===== config.mk =====
export PLATFORM = sky130hd
export DESIGN_NAME = ppm_frame_decoder
export DESIGN_NICKNAME = d
export VERILOG_FILES = /design/src/sv/ppmfd_pkg.sv /design/src/sv/ppmfd_front.sv /design/src/sv/ppmfd_queue.sv /design/src/sv/ppmfd_div.sv /design/src/sv/ppmfd_back.sv /design/src/sv/ppm_frame_decoder.sv
export SDC_FILE = /design/constraint.sdc
export NUM_CORES = 2
export LEC_CHECK = 0
export ABC_AREA = 1
export BUFFER_PORTS_ARGS = -buffer_cell sky130_fd_sc_hd__clkbuf_2
export CAP_MARGIN = 20
export CORE_ASPECT_RATIO = 1.1
export CORE_MARGIN = 2
export CORE_UTILIZATION = 50
export CTS_BUF_LIST = sky130_fd_sc_hd__clkbuf_16
export CTS_CLUSTER_DIAMETER = 60
export CTS_CLUSTER_SIZE = 8
export DETAILED_ROUTE_END_ITERATION = 10
export PLACE_DENSITY_LB_ADDON = 0.2
export REMOVE_ABC_BUFFERS = 1
export SLEW_MARGIN = 10
export SYNTH_ARGS = -nofsm -noshare
export SYNTH_HDL_FRONTEND = slang
export SYNTH_SLANG_ARGS = --single-unit

===== constraint.sdc =====
create_clock -name clk -period 19 [get_ports clk]
set_clock_uncertainty 0.05 [all_clocks]
set_input_delay 3.8 -clock clk [delete_from_list [all_inputs] [get_ports clk]]
set_output_delay 3.8 -clock clk [all_outputs]
set_load 0.02 [all_outputs]

===== src/sv/ppmfd_pkg.sv =====
// ============================================================================
// ppmfd_pkg - shared types and constants for the PPM frame decoder
// Item layouts, command codes, register indexes and arithmetic constants.
// ============================================================================
package ppmfd_pkg;

  localparam int MAX_CHANNELS = 8;
  localparam int BASE_MHZ     = 48;

  localparam int SLOT_W   = $clog2(MAX_CHANNELS + 1);
  localparam int CH_IDX_W = (MAX_CHANNELS > 1) ? $clog2(MAX_CHANNELS) : 1;
  localparam logic [SLOT_W-1:0] SLOT_LIMIT = SLOT_W'(MAX_CHANNELS);
  localparam logic [4:0]        CH_LIMIT   = 5'(MAX_CHANNELS);

  localparam int SYNC_OFFSET_US = 310;
  localparam int SYNC_GAP_US    = 5000;
  localparam int RESET_MIN_US   = 700;
  localparam int RESET_MAX_US   = 1670;
  localparam int PCT_FULL       = 100;
  localparam int PULSE_SAT      = 65535;
  localparam int PULSE_W        = 14;

  localparam logic [7:0] PRESCALER_RESET     = 8'd47;
  localparam logic [3:0] CHANNEL_COUNT_RESET = 4'd8;

  // ticks * (prescaler + 1) fits 24 bits; division by BASE_MHZ is done as a
  // multiply by a rounded-up reciprocal, exact for every 24-bit product
  localparam int PROD_W   = 24;
  localparam int RECIP_L  = $clog2(BASE_MHZ);
  localparam int RECIP_SH = PROD_W + RECIP_L;
  localparam int RECIP_W  = PROD_W + 1;
  localparam logic [RECIP_W-1:0] RECIP =
    RECIP_W'((64'd1 << RECIP_SH) / BASE_MHZ + 1);
  localparam int SCALE_W  = PROD_W + RECIP_W;
  localparam int QUO_W    = SCALE_W - RECIP_SH;

  localparam int DIVD_W    = 20;
  localparam int DIVS_W    = 16;
  localparam int DIV_CNT_W = $clog2(DIVD_W + 1);
  localparam logic [DIV_CNT_W-1:0] DIV_STEPS = DIV_CNT_W'(DIVD_W);

  localparam int QUEUE_DEPTH = 2;
  localparam int QPTR_W      = (QUEUE_DEPTH > 1) ? $clog2(QUEUE_DEPTH) : 1;
  localparam int QCNT_W      = $clog2(QUEUE_DEPTH + 1);

  localparam logic [1:0] CMD_CAPTURE = 2'd0;
  localparam logic [1:0] CMD_READ    = 2'd1;
  localparam logic [1:0] CMD_LIMITS  = 2'd2;

  localparam logic REG_PRESCALER     = 1'b0;
  localparam logic REG_CHANNEL_COUNT = 1'b1;

  typedef enum logic [1:0] {
    OP_CAPTURE,
    OP_READ,
    OP_LIMITS,
    OP_BAD
  } ppmfd_op_t;

  typedef struct packed {
    logic [1:0]  command;
    logic [15:0] capture_ticks;
    logic [2:0]  channel_index;
    logic [15:0] limit_min;
    logic [15:0] limit_max;
  } ppmfd_in_t;

  typedef struct packed {
    logic signed [16:0] pulse_us;
    logic [6:0]         percent;
    logic               status;
    logic               frame_start;
  } ppmfd_out_t;

  typedef struct packed {
    ppmfd_op_t           op;
    logic                chan_ok;
    logic                limits_ok;
    logic [CH_IDX_W-1:0] chan;
    logic [15:0]         ticks;
    logic [15:0]         lmin;
    logic [15:0]         lmax;
  } ppmfd_job_t;

  typedef struct packed {
    logic              start;
    logic [DIVD_W-1:0] dividend;
    logic [DIVS_W-1:0] divisor;
  } ppmfd_div_req_t;

  typedef struct packed {
    logic              done;
    logic [DIVD_W-1:0] quotient;
  } ppmfd_div_rsp_t;

endpackage


===== src/sv/ppmfd_front.sv =====
// ============================================================================
// ppmfd_front - command classifier
// Decodes an incoming item into an operation and checks its arguments.
// ============================================================================
module ppmfd_front import ppmfd_pkg::*; (
  input  ppmfd_in_t  req,
  input  logic [3:0] channel_count,
  output ppmfd_job_t job
);

  always_comb begin
    job.chan_ok   = ({1'b0, req.channel_index} < channel_count) &&
                    ({2'b00, req.channel_index} < CH_LIMIT);
    job.limits_ok = req.limit_min < req.limit_max;
    job.chan      = CH_IDX_W'(req.channel_index);
    job.ticks     = req.capture_ticks;
    job.lmin      = req.limit_min;
    job.lmax      = req.limit_max;
    case (req.command)
      CMD_CAPTURE: job.op = OP_CAPTURE;
      CMD_READ:    job.op = OP_READ;
      CMD_LIMITS:  job.op = OP_LIMITS;
      default:     job.op = OP_BAD;
    endcase
  end

endmodule


===== src/sv/ppmfd_queue.sv =====
// ============================================================================
// ppmfd_queue - short job queue
// Decouples the classifier from the execution unit.
// ============================================================================
module ppmfd_queue import ppmfd_pkg::*; (
  input  logic       clk,
  input  logic       rst,
  input  logic       push_valid,
  output logic       push_ready,
  input  ppmfd_job_t push_item,
  output logic       pop_valid,
  input  logic       pop_ready,
  output ppmfd_job_t pop_item
);

  ppmfd_job_t        slots [QUEUE_DEPTH];
  logic [QPTR_W-1:0] wr_ptr;
  logic [QPTR_W-1:0] rd_ptr;
  logic [QCNT_W-1:0] count;
  logic              push;
  logic              pop;

  assign push_ready = count != QCNT_W'(QUEUE_DEPTH);
  assign pop_valid  = count != '0;
  assign pop_item   = slots[rd_ptr];
  assign push       = push_valid && push_ready;
  assign pop        = pop_valid && pop_ready;

  always_ff @(posedge clk) begin
    if (rst) begin
      wr_ptr <= '0;
      rd_ptr <= '0;
      count  <= '0;
    end else begin
      if (push) begin
        slots[wr_ptr] <= push_item;
        wr_ptr <= (wr_ptr == QPTR_W'(QUEUE_DEPTH - 1)) ? '0 : wr_ptr + 1'b1;
      end
      if (pop) begin
        rd_ptr <= (rd_ptr == QPTR_W'(QUEUE_DEPTH - 1)) ? '0 : rd_ptr + 1'b1;
      end
      if (push && !pop) begin
        count <= count + 1'b1;
      end else if (pop && !push) begin
        count <= count - 1'b1;
      end
    end
  end

endmodule


===== src/sv/ppmfd_div.sv =====
// ============================================================================
// ppmfd_div - radix-2 restoring divider
// One quotient bit per cycle; pulses done with the quotient held after.
// ============================================================================
module ppmfd_div import ppmfd_pkg::*; (
  input  logic           clk,
  input  logic           rst,
  input  ppmfd_div_req_t req,
  output ppmfd_div_rsp_t rsp
);

  logic [DIV_CNT_W-1:0] cnt;
  logic [DIVS_W-1:0]    rem;
  logic [DIVD_W-1:0]    dq;
  logic [DIVS_W-1:0]    divisor;
  logic                 done;
  logic [DIVS_W:0]      shifted;
  logic                 ge;
  logic [DIVS_W-1:0]    rem_next;

  always_comb begin
    shifted  = {rem, dq[DIVD_W-1]};
    ge       = shifted >= {1'b0, divisor};
    rem_next = ge ? DIVS_W'(shifted - {1'b0, divisor}) : shifted[DIVS_W-1:0];
  end

  assign rsp.done     = done;
  assign rsp.quotient = dq;

  always_ff @(posedge clk) begin
    if (rst) begin
      cnt  <= '0;
      done <= 1'b0;
    end else begin
      if (req.start) begin
        dq      <= req.dividend;
        rem     <= '0;
        divisor <= req.divisor;
        cnt     <= DIV_STEPS;
        done    <= 1'b0;
      end else if (cnt != '0) begin
        dq   <= {dq[DIVD_W-2:0], ge};
        rem  <= rem_next;
        cnt  <= cnt - 1'b1;
        done <= cnt == DIV_CNT_W'(1);
      end else begin
        done <= 1'b0;
      end
    end
  end

endmodule


===== src/sv/ppmfd_back.sv =====
// ============================================================================
// ppmfd_back - execution unit
// Runs one job at a time: scales captures, fills channel slots, reads
// channels with their percentage, writes limits, and drives the result.
// ============================================================================
module ppmfd_back import ppmfd_pkg::*; (
  input  logic           clk,
  input  logic           rst,
  input  logic           q_valid,
  output logic           q_ready,
  input  ppmfd_job_t     q_job,
  input  logic [7:0]     prescaler,
  output ppmfd_div_req_t div_req,
  input  ppmfd_div_rsp_t div_rsp,
  output logic           rsp_valid,
  input  logic           rsp_ready,
  output ppmfd_out_t     rsp
);

  typedef enum logic [2:0] {
    S_IDLE,
    S_MUL,
    S_SCALE,
    S_PREP,
    S_DIV,
    S_FIN
  } state_t;

  state_t                    state;
  ppmfd_job_t                job;
  logic [PROD_W-1:0]         prod;
  logic [QUO_W-1:0]          quo;
  logic [6:0]                pct;
  logic [SLOT_W-1:0]         slot_index;
  logic signed [PULSE_W-1:0] channel_pulse [MAX_CHANNELS];
  logic [15:0]               channel_min   [MAX_CHANNELS];
  logic [15:0]               channel_max   [MAX_CHANNELS];

  logic [8:0]                pre_inc;
  logic [PROD_W:0]           tick_prod;
  logic [SCALE_W-1:0]        scale_full;
  logic signed [QUO_W:0]     us;
  logic                      sync_gap;
  logic signed [PULSE_W-1:0] t;
  logic [15:0]               lo;
  logic [15:0]               hi;
  logic signed [17:0]        num;
  logic [16:0]               den;
  logic                      num_pos;
  logic                      den_pos;
  logic [6:0]                pct_clamp;
  logic                      out_free;
  ppmfd_out_t                res;

  always_comb begin
    pre_inc    = {1'b0, prescaler} + 9'd1;
    tick_prod  = (PROD_W + 1)'(job.ticks) * (PROD_W + 1)'(pre_inc);
    scale_full = SCALE_W'(prod) * SCALE_W'(RECIP);

    us       = $signed({1'b0, quo}) - $signed((QUO_W + 1)'(SYNC_OFFSET_US));
    sync_gap = us > $signed((QUO_W + 1)'(SYNC_GAP_US));

    t       = channel_pulse[job.chan];
    lo      = channel_min[job.chan];
    hi      = channel_max[job.chan];
    num     = $signed(18'(t)) - $signed({2'b00, lo});
    den     = {1'b0, hi} - {1'b0, lo};
    num_pos = !num[17] && (num != '0);
    den_pos = !den[16] && (den != '0);

    div_req.start    = (state == S_PREP) && num_pos && den_pos;
    div_req.dividend = DIVD_W'(num[12:0]) * DIVD_W'(PCT_FULL);
    div_req.divisor  = den[DIVS_W-1:0];

    pct_clamp = (div_rsp.quotient > DIVD_W'(PCT_FULL)) ? 7'(PCT_FULL)
                                                       : div_rsp.quotient[6:0];
    out_free  = !rsp_valid || rsp_ready;

    res = '0;
    case (job.op)
      OP_CAPTURE: begin
        res.frame_start = sync_gap;
        res.pulse_us    = (us > $signed((QUO_W + 1)'(PULSE_SAT)))
                          ? $signed(17'(PULSE_SAT)) : $signed(17'(us));
      end
      OP_READ: begin
        if (job.chan_ok) begin
          res.pulse_us = $signed(17'(t));
          res.percent  = pct;
        end else begin
          res.status = 1'b1;
        end
      end
      OP_LIMITS: res.status = !(job.chan_ok && job.limits_ok);
      default:   res.status = 1'b1;
    endcase
  end

  assign q_ready = state == S_IDLE;

  always_ff @(posedge clk) begin
    if (rst) begin
      state      <= S_IDLE;
      rsp_valid  <= 1'b0;
      slot_index <= '0;
      for (int i = 0; i < MAX_CHANNELS; i++) begin
        channel_pulse[i] <= '0;
        channel_min[i]   <= 16'(RESET_MIN_US);
        channel_max[i]   <= 16'(RESET_MAX_US);
      end
    end else begin
      // S_FIN reloads the result register itself
      if (rsp_valid && rsp_ready && state != S_FIN) begin
        rsp_valid <= 1'b0;
      end
      case (state)
        S_IDLE: begin
          if (q_valid) begin
            job <= q_job;
            case (q_job.op)
              OP_CAPTURE: state <= S_MUL;
              OP_READ:    state <= q_job.chan_ok ? S_PREP : S_FIN;
              default:    state <= S_FIN;
            endcase
          end
        end
        S_MUL: begin
          prod  <= tick_prod[PROD_W-1:0];
          state <= S_SCALE;
        end
        S_SCALE: begin
          quo   <= scale_full[SCALE_W-1:RECIP_SH];
          state <= S_FIN;
        end
        S_PREP: begin
          pct   <= '0;
          state <= div_req.start ? S_DIV : S_FIN;
        end
        S_DIV: begin
          if (div_rsp.done) begin
            pct   <= pct_clamp;
            state <= S_FIN;
          end
        end
        S_FIN: begin
          if (out_free) begin
            rsp       <= res;
            rsp_valid <= 1'b1;
            state     <= S_IDLE;
            case (job.op)
              OP_CAPTURE: begin
                if (sync_gap) begin
                  slot_index <= '0;
                end else if (slot_index < SLOT_LIMIT) begin
                  channel_pulse[slot_index[CH_IDX_W-1:0]] <= $signed(us[PULSE_W-1:0]);
                  slot_index <= slot_index + 1'b1;
                end
              end
              OP_LIMITS: begin
                if (job.chan_ok && job.limits_ok) begin
                  channel_min[job.chan] <= job.lmin;
                  channel_max[job.chan] <= job.lmax;
                end
              end
              default: ;
            endcase
          end
        end
        default: state <= S_IDLE;
      endcase
    end
  end

endmodule


===== src/sv/ppm_frame_decoder.sv =====
// ============================================================================
// ppm_frame_decoder - PPM radio-control frame decoder
// Turns capture intervals into channel pulse widths and serves channel reads
// and limit updates.
// ============================================================================
// Usage:
//   req/req_valid/req_ready carry command items (capture, read, set limits);
//   rsp/rsp_valid/rsp_ready return exactly one result item per command item.
//   cfg_valid/cfg_ready/cfg_index/cfg_data write the prescaler (index 0) and
//   the channel count (index 1); cfg_ready is always high. Write them only
//   while no item is in flight.
//   After the queue, a capture passes the two multiplier stages (S_MUL,
//   S_SCALE), a read whose percentage needs division runs S_PREP and the
//   20-step restoring divider, a read that needs no division runs S_PREP
//   only, and other items go straight to S_FIN. One item is executed at a
//   time, so a dividing read holds the execution unit longest and sets the
//   worst-case throughput.
//   A two-entry queue sits between the classifier and the execution unit,
//   so up to two further items are accepted while one executes.
//   Reset (synchronous, active high) restores prescaler 47, eight channels,
//   slot index zero, pulses zero and limits 700..1670 us, and empties the
//   queue. While the receiver holds rsp_ready low the result stays put, the
//   execution unit waits and the queue fills, then req_ready drops.
// ============================================================================
module ppm_frame_decoder import ppmfd_pkg::*; (
  input  logic       clk,
  input  logic       rst,
  input  logic       req_valid,
  output logic       req_ready,
  input  ppmfd_in_t  req,
  output logic       rsp_valid,
  input  logic       rsp_ready,
  output ppmfd_out_t rsp,
  input  logic       cfg_valid,
  output logic       cfg_ready,
  input  logic       cfg_index,
  input  logic [7:0] cfg_data
);

  // Configuration registers
  logic [7:0] prescaler;
  logic [3:0] channel_count;

  ppmfd_job_t     front_job;
  logic           q_valid;
  logic           q_ready;
  ppmfd_job_t     q_job;
  ppmfd_div_req_t div_req;
  ppmfd_div_rsp_t div_rsp;

  assign cfg_ready = 1'b1;

  // Hold the register file; a write lands at once
  always_ff @(posedge clk) begin
    if (rst) begin
      prescaler     <= PRESCALER_RESET;
      channel_count <= CHANNEL_COUNT_RESET;
    end else if (cfg_valid) begin
      case (cfg_index)
        REG_PRESCALER:     prescaler     <= cfg_data;
        REG_CHANNEL_COUNT: channel_count <= cfg_data[3:0];
        default: ;
      endcase
    end
  end

  // Classify the item and check its channel and limits
  ppmfd_front u_front (
    .req           (req),
    .channel_count (channel_count),
    .job           (front_job)
  );

  // Buffer classified items so intake and execution stall independently
  ppmfd_queue u_queue (
    .clk        (clk),
    .rst        (rst),
    .push_valid (req_valid),
    .push_ready (req_ready),
    .push_item  (front_job),
    .pop_valid  (q_valid),
    .pop_ready  (q_ready),
    .pop_item   (q_job)
  );

  // Execute one item at a time and register its result
  ppmfd_back u_back (
    .clk       (clk),
    .rst       (rst),
    .q_valid   (q_valid),
    .q_ready   (q_ready),
    .q_job     (q_job),
    .prescaler (prescaler),
    .div_req   (div_req),
    .div_rsp   (div_rsp),
    .rsp_valid (rsp_valid),
    .rsp_ready (rsp_ready),
    .rsp       (rsp)
  );

  // Percentage division, one quotient bit per cycle
  ppmfd_div u_div (
    .clk (clk),
    .rst (rst),
    .req (div_req),
    .rsp (div_rsp)
  );

`ifndef SYNTHESIS
  a_ready_after_reset: assert property (@(posedge clk) rst |=> req_ready)
    else $error("queue not empty after reset");

  a_sync_result_clean: assert property (@(posedge clk) disable iff (rst)
    rsp_valid && rsp.frame_start |-> !rsp.status && rsp.percent == '0)
    else $error("sync gap result carries status or percentage");

  a_percent_range: assert property (@(posedge clk) disable iff (rst)
    rsp_valid |-> rsp.percent <= 7'(PCT_FULL))
    else $error("percentage above full scale");

  a_error_result_empty: assert property (@(posedge clk) disable iff (rst)
    rsp_valid && rsp.status |-> rsp.pulse_us == '0 && rsp.percent == '0 &&
    !rsp.frame_start)
    else $error("error result carries data");
`endif

endmodule


# ---- Word level (Yosys, flattened, before mapping)
# Memory sizes are Yosys's and may differ from the RTL's. A register that Yosys moved wholly into a read port is not among the register bits.
# Cells that the tools add are included.
dict set report totals {
  n_memories 4
  mem_bits_rw 478
  reg_bits 213
  out_inout_bits 29
}
# memory depth word_bits rd rd_clocked_by_memory_dff wr line_no
set memory_table {}
lappend memory_table {u_back.channel_max 8 16 1 1 8 ppmfd_back.sv:37} ;# logic [15:0] channel_max [MAX_CHANNELS];
lappend memory_table {u_back.channel_min 8 16 1 1 8 ppmfd_back.sv:36} ;# logic [15:0] channel_min [MAX_CHANNELS];
lappend memory_table {u_back.channel_pulse 8 14 1 1 8 ppmfd_back.sv:35} ;# logic signed [PULSE_W-1:0] channel_pulse [MAX_CHANNELS];
lappend memory_table {u_queue.slots 2 55 1 1 1 ppmfd_queue.sv:16} ;# ppmfd_job_t slots [QUEUE_DEPTH];
dict set report op_classes {
  reduce_logical 47
  n_mul 3
  bitwise_logic 3
  n_lt_le_gt_ge 7
  eq_ne 16
  n_addsub 11
  n_mux 63
}
# cell count
set ops {}
lappend ops {{$mux 16} 4}
lappend ops {{$mul 24x24->48 const B} 1}
lappend ops {{$mux 20} 2}
lappend ops {{$pmux 17 s2} 1}
lappend ops {{$reduce_or 16->1} 2}
lappend ops {{$mux 1} 30}
lappend ops {{$mux 3} 10}
lappend ops {{$mul 16x9->24} 1}
lappend ops {{$mux 24} 1}
lappend ops {{$gt 20x14->1 const B} 1}
lappend ops {{$gt 20x17->1 const B} 1}
lappend ops {{$gt 20x7->1 const B} 1}
lappend ops {{$sub 19x9->20 const B} 1}
lappend ops {{$mul 13x5->18 const B} 1}
lappend ops {{$pmux 3 s6} 1}
lappend ops {{$reduce_bool 18->1} 1}
lappend ops {{$sub 14x17->18} 1}
lappend ops {{$ge 17x16->1} 1}
lappend ops {{$mux 17} 1}
lappend ops {{$reduce_bool 17->1} 1}
lappend ops {{$sub 16x16->17} 1}
lappend ops {{$lt 16x16->1} 1}
lappend ops {{$sub 16x16->16} 1}
lappend ops {{$mux 14} 1}
lappend ops {{other kinds (39)} 83}

# ---- Longest topological paths before layout
dict set report depth {
  word_depth 10
  depth_mapped 31
}

# ---- Cells and area by module
# From an unflattened synthesis, not the netlist that was laid out.
dict set report unflattened {
  cells_unflattened 5083
  area_unflattened_um2 49178.4
}
# mod area_per_inst_um2 seq_area_each_um2 instances cells_each
set by_module_without_submodules {}
lappend by_module_without_submodules {ppmfd_back 39773.1 15204.6 1 4223}
lappend by_module_without_submodules {ppmfd_queue 4461.8 3403.3 1 208}
lappend by_module_without_submodules {ppmfd_div 3624.7 1681.6 1 462}
lappend by_module_without_submodules {ppmfd_front 843.3 0.0 1 125}
lappend by_module_without_submodules {ppm_frame_decoder 475.5 240.2 1 65}

# ---- Worst setup path before layout
# OpenSTA, ideal clock, no wires.
dict set report synth_timing {
  kind {input-to-reg}
  from {in rst}
  to {mem u_queue.slots[1][0] in the netlist's numbering (enable)}
  slack_ns 10.593
  arrival_ns 7.822
  n_path_buf 1
  cell_stages 2
  required_time_ns 18.415
  setup_ns 0.535
  path_cell_list {clkbuf_1 > nor3_1}
}
dict set report synth_between {
  elab_chain_cells 2
}
# element line_no
set synth_lines {}
lappend synth_lines {{start: declaration} ppm_frame_decoder.sv:27} ;# input logic rst,
lappend synth_lines {{$mux 1} ppmfd_queue.sv:30} ;# if (rst) begin
lappend synth_lines {{$mux 1 (not written as such)} ppmfd_queue.sv:36} ;# slots[wr_ptr] <= push_item;
lappend synth_lines {{end: declaration} ppmfd_queue.sv:16}
# Every way passes these cells.

==> results.json <==
{
  "drc": 0,
  "postCtsSetupBuffers": 0,
  "worstSetupPathType": "reg -> reg",
  "core_um2": 95890,
  "fin_setup_tns_ns": 0,
  "drive_gt1_share_pct": 9.522,
  "synth_top_area_share_pct": 40.99,
  "htreeDepth": 3,
  "slew_headroom_pct": 27.20,
  "gp_congestion": 0.9516,
  "cts_tree": "yes",
  "rsz0062_at_grt": "no",
  "first_pass_iters": 6,
  "hold_violations": 0,
  "syn_area_um2": 48420,
  "critical_path.slowest_cell": "dfxtp_4",
  "fillers": 8538,
  "post-synth-top-area-cell": "edfxtp_1",
  "yosysMostFrequentCell": "inv_1",
  "ys_types": 61,
  "crit_path_end_kind": "register",
  "ant_nets": 0,
  "vias": 33650,
  "max_cap_viol_count": 0,
  "crit_top_cell": "o21ai_0",
  "worst_ep_arrival_time_ns": 7.89,
  "postPlaceCellArea_um2": 50250,
  "clockBufferDepth": 3,
  "die_h_um": 330.4,
  "status": "complete, no violations",
  "cp.required_ns": 19.34,
  "fin_area_um2": 53150,
  "clk_latency_ns": 0.67,
  "dieArea_um2": 99350,
  "cts_hold_buffers": 0,
  "synthArstFlopShare_pct": 0,
  "timing.final.ws_setup_ns": 11.46,
  "grt_max_degree": 76,
  "dp_hpwl_um": 90300,
  "finalSetupViolCount": 0,
  "clk_pin_slew_ns": 0.05,
  "cts_resized": 0,
  "syn_avg_cell_area_um2": 9.986,
  "viasPerCell": 5.365,
  "start_util_pct": 50.50,
  "synth.top_cells.by_count": "844 x inv_1, 669 x nor2_1, 661 x edfxtp_1",
  "hold_path.class": "reg -> reg",
  "cts_buffers": 101,
  "drtIter0Drc": 2372,
  "grt_pass1_vias": 34440,
  "final_util_pct": 55.43,
  "synth-edff-count": 661,
  "io_pins": 96,
  "wl_per_cell_um": 19.09,
  "fmax_mhz": 132.6,
  "synth-main-ff-cell": "edfxtp_1",
  "cts_sinks": 695,
  "routed_wl_um": 119700,
  "gr-usage-all-layers_pct": 24.69,
  "place_ws_ns": 11.31,
  "fin_crit_ns": 7.540,
  "min_period_over_period_pct": 39.69,
  "worst_slew_pin_slew_ns": 1.088,
  "grt_overflow": 0,
  "antenna_found_initial": 4,
  "dieWidth_um": 300.7,
  "synth_seq_cells": 695,
  "ys_top_cells_by_area": "edfxtp_1 41%, fa_1 13%, ha_1 11%",
  "grt_pass1_wl_um": 190700,
  "synth.yosys.seq_area_share_pct": 42.40,
  "syn2layout_area_growth_pct": 9.754,
  "cpPeakStageDelay_ns": 0.75,
  "critPathLaunchType": "register",
  "maxSlewViolCount": 0,
  "io_buffers": 94,
  "fin_nets": 5759,
  "netlist_instances": 4849,
  "path_max_fanout": 75,
  "cts_root_buf": "clkbuf_16",
  "yosys_warnings": 0,
  "rows": 119
}
## stage by stage
stage                     std cells  hold WS (ns)
after global placement         6109        0.4079
final                          6272        0.4144
after floorplan                4693        0.3731
after global routing           6270        0.4482
after detailed placement       6111        0.4105
after CTS                      6269        0.4176
## worst max-delay path: cells and delay by family, from the launching register on
family,cells,cell delay (ns)
adder cells (fa/ha/maj),5,1.96
AO/OA/AOI/OAI,9,1.80
buffers and inverters,6,1.71
flip-flops,1,0.75
AND/OR/NAND/NOR,6,0.52
XOR/XNOR,2,0.40
## sequential cells by signal, indices dropped and copies added (netlist names), 5 cells and up, named ones only
signal / count
u_div.dq: 20
u_back.channel_pulse: 112
u_back.quo: 19
u_back.channel_min: 128
prescaler: 8
u_queue.slots: 110
u_back.job: 55
u_back.channel_max: 128
u_div.rem: 16
u_back.rsp: 26
u_div.divisor: 16
u_back.pct: 7
u_back.prod: 24
u_div.cnt: 5
## path summary, 6_finish.rpt
| path | start | cells after the start | end | slack [ns] |
|---|---|---|---|---|
| worst max-delay path | register | 28 | u_div.dq[18] | 11.46 |
| worst min-delay path | channel_count[2] | 2 | channel_count[2] | 0.41 |
| worst max register to register | register | 28 | u_div.dq[18] | 11.46 |
| worst min register to register | channel_count[2] | 2 | channel_count[2] | 0.41 |
## cells in the final DEF (no fill, tap or decap), types with 8 or more instances in the layout
cell type / n
o21ai_1: 11
xnor2_1: 31
nand2_1: 598
nor2_1: 666
o21ai_0: 342
nor4_1: 9
nor3_2: 116
a21oi_1: 169
a31oi_1: 42
a21o_1: 8
fa_1: 326
dfxtp_1: 31
nand3_1: 79
buf_4: 52
ha_1: 422
inv_1: 887
o21a_1: 11
clkbuf_2: 94
o22ai_1: 47
nand4_1: 18
mux2_2: 53
clkbuf_16: 101
nor3_1: 27
xor2_1: 58
nand2_2: 8
clkinv_1: 13
o221ai_1: 18
edfxtp_1: 661
## per-layer routing
layer	vias up	global-route usage, %	share of wire (%)
met4	4	9.107	3.7
met2	901	43.22	50
met3	243	3.575	5.3
met5	-	0	0.023
met1	16350	31.10	41
li1	16150	-	-
## kinds of logic after synthesis
family,after synthesis,share of synthesized area (%)
multiplexers,53,1.233
AND/OR/NAND/NOR,1553,14.30
AO/OA/AOI/OAI,689,7.847
flip-flops,695,42.40
XOR/XNOR,91,1.700
buffers and inverters,1019,8.129
adder cells (fa/ha/maj),748,24.38
other,1,0.007744
## final cells by class
| type | count | area (um^2) | share of cell area (%) |
|---|---|---|---|
| multi-input cells | 3135 | 24000 | 45.16 |
| flip-flops and latches | 695 | 20540 | 38.64 |
| inverters | 863 | 3243 | 6.102 |
| clock buffers | 101 | 2527 | 4.756 |
| well taps | 1270 | 1589 | 2.990 |
| repair buffers | 148 | 880.8 | 1.657 |
| clock inverters | 57 | 360.3 | 0.6780 |
| diodes | 3 | 7.507 | 0.01413 |
Power is left out: the tool's default activity adds up to more than one toggle a clock period on the data nets, which glitch-free logic cannot reach.
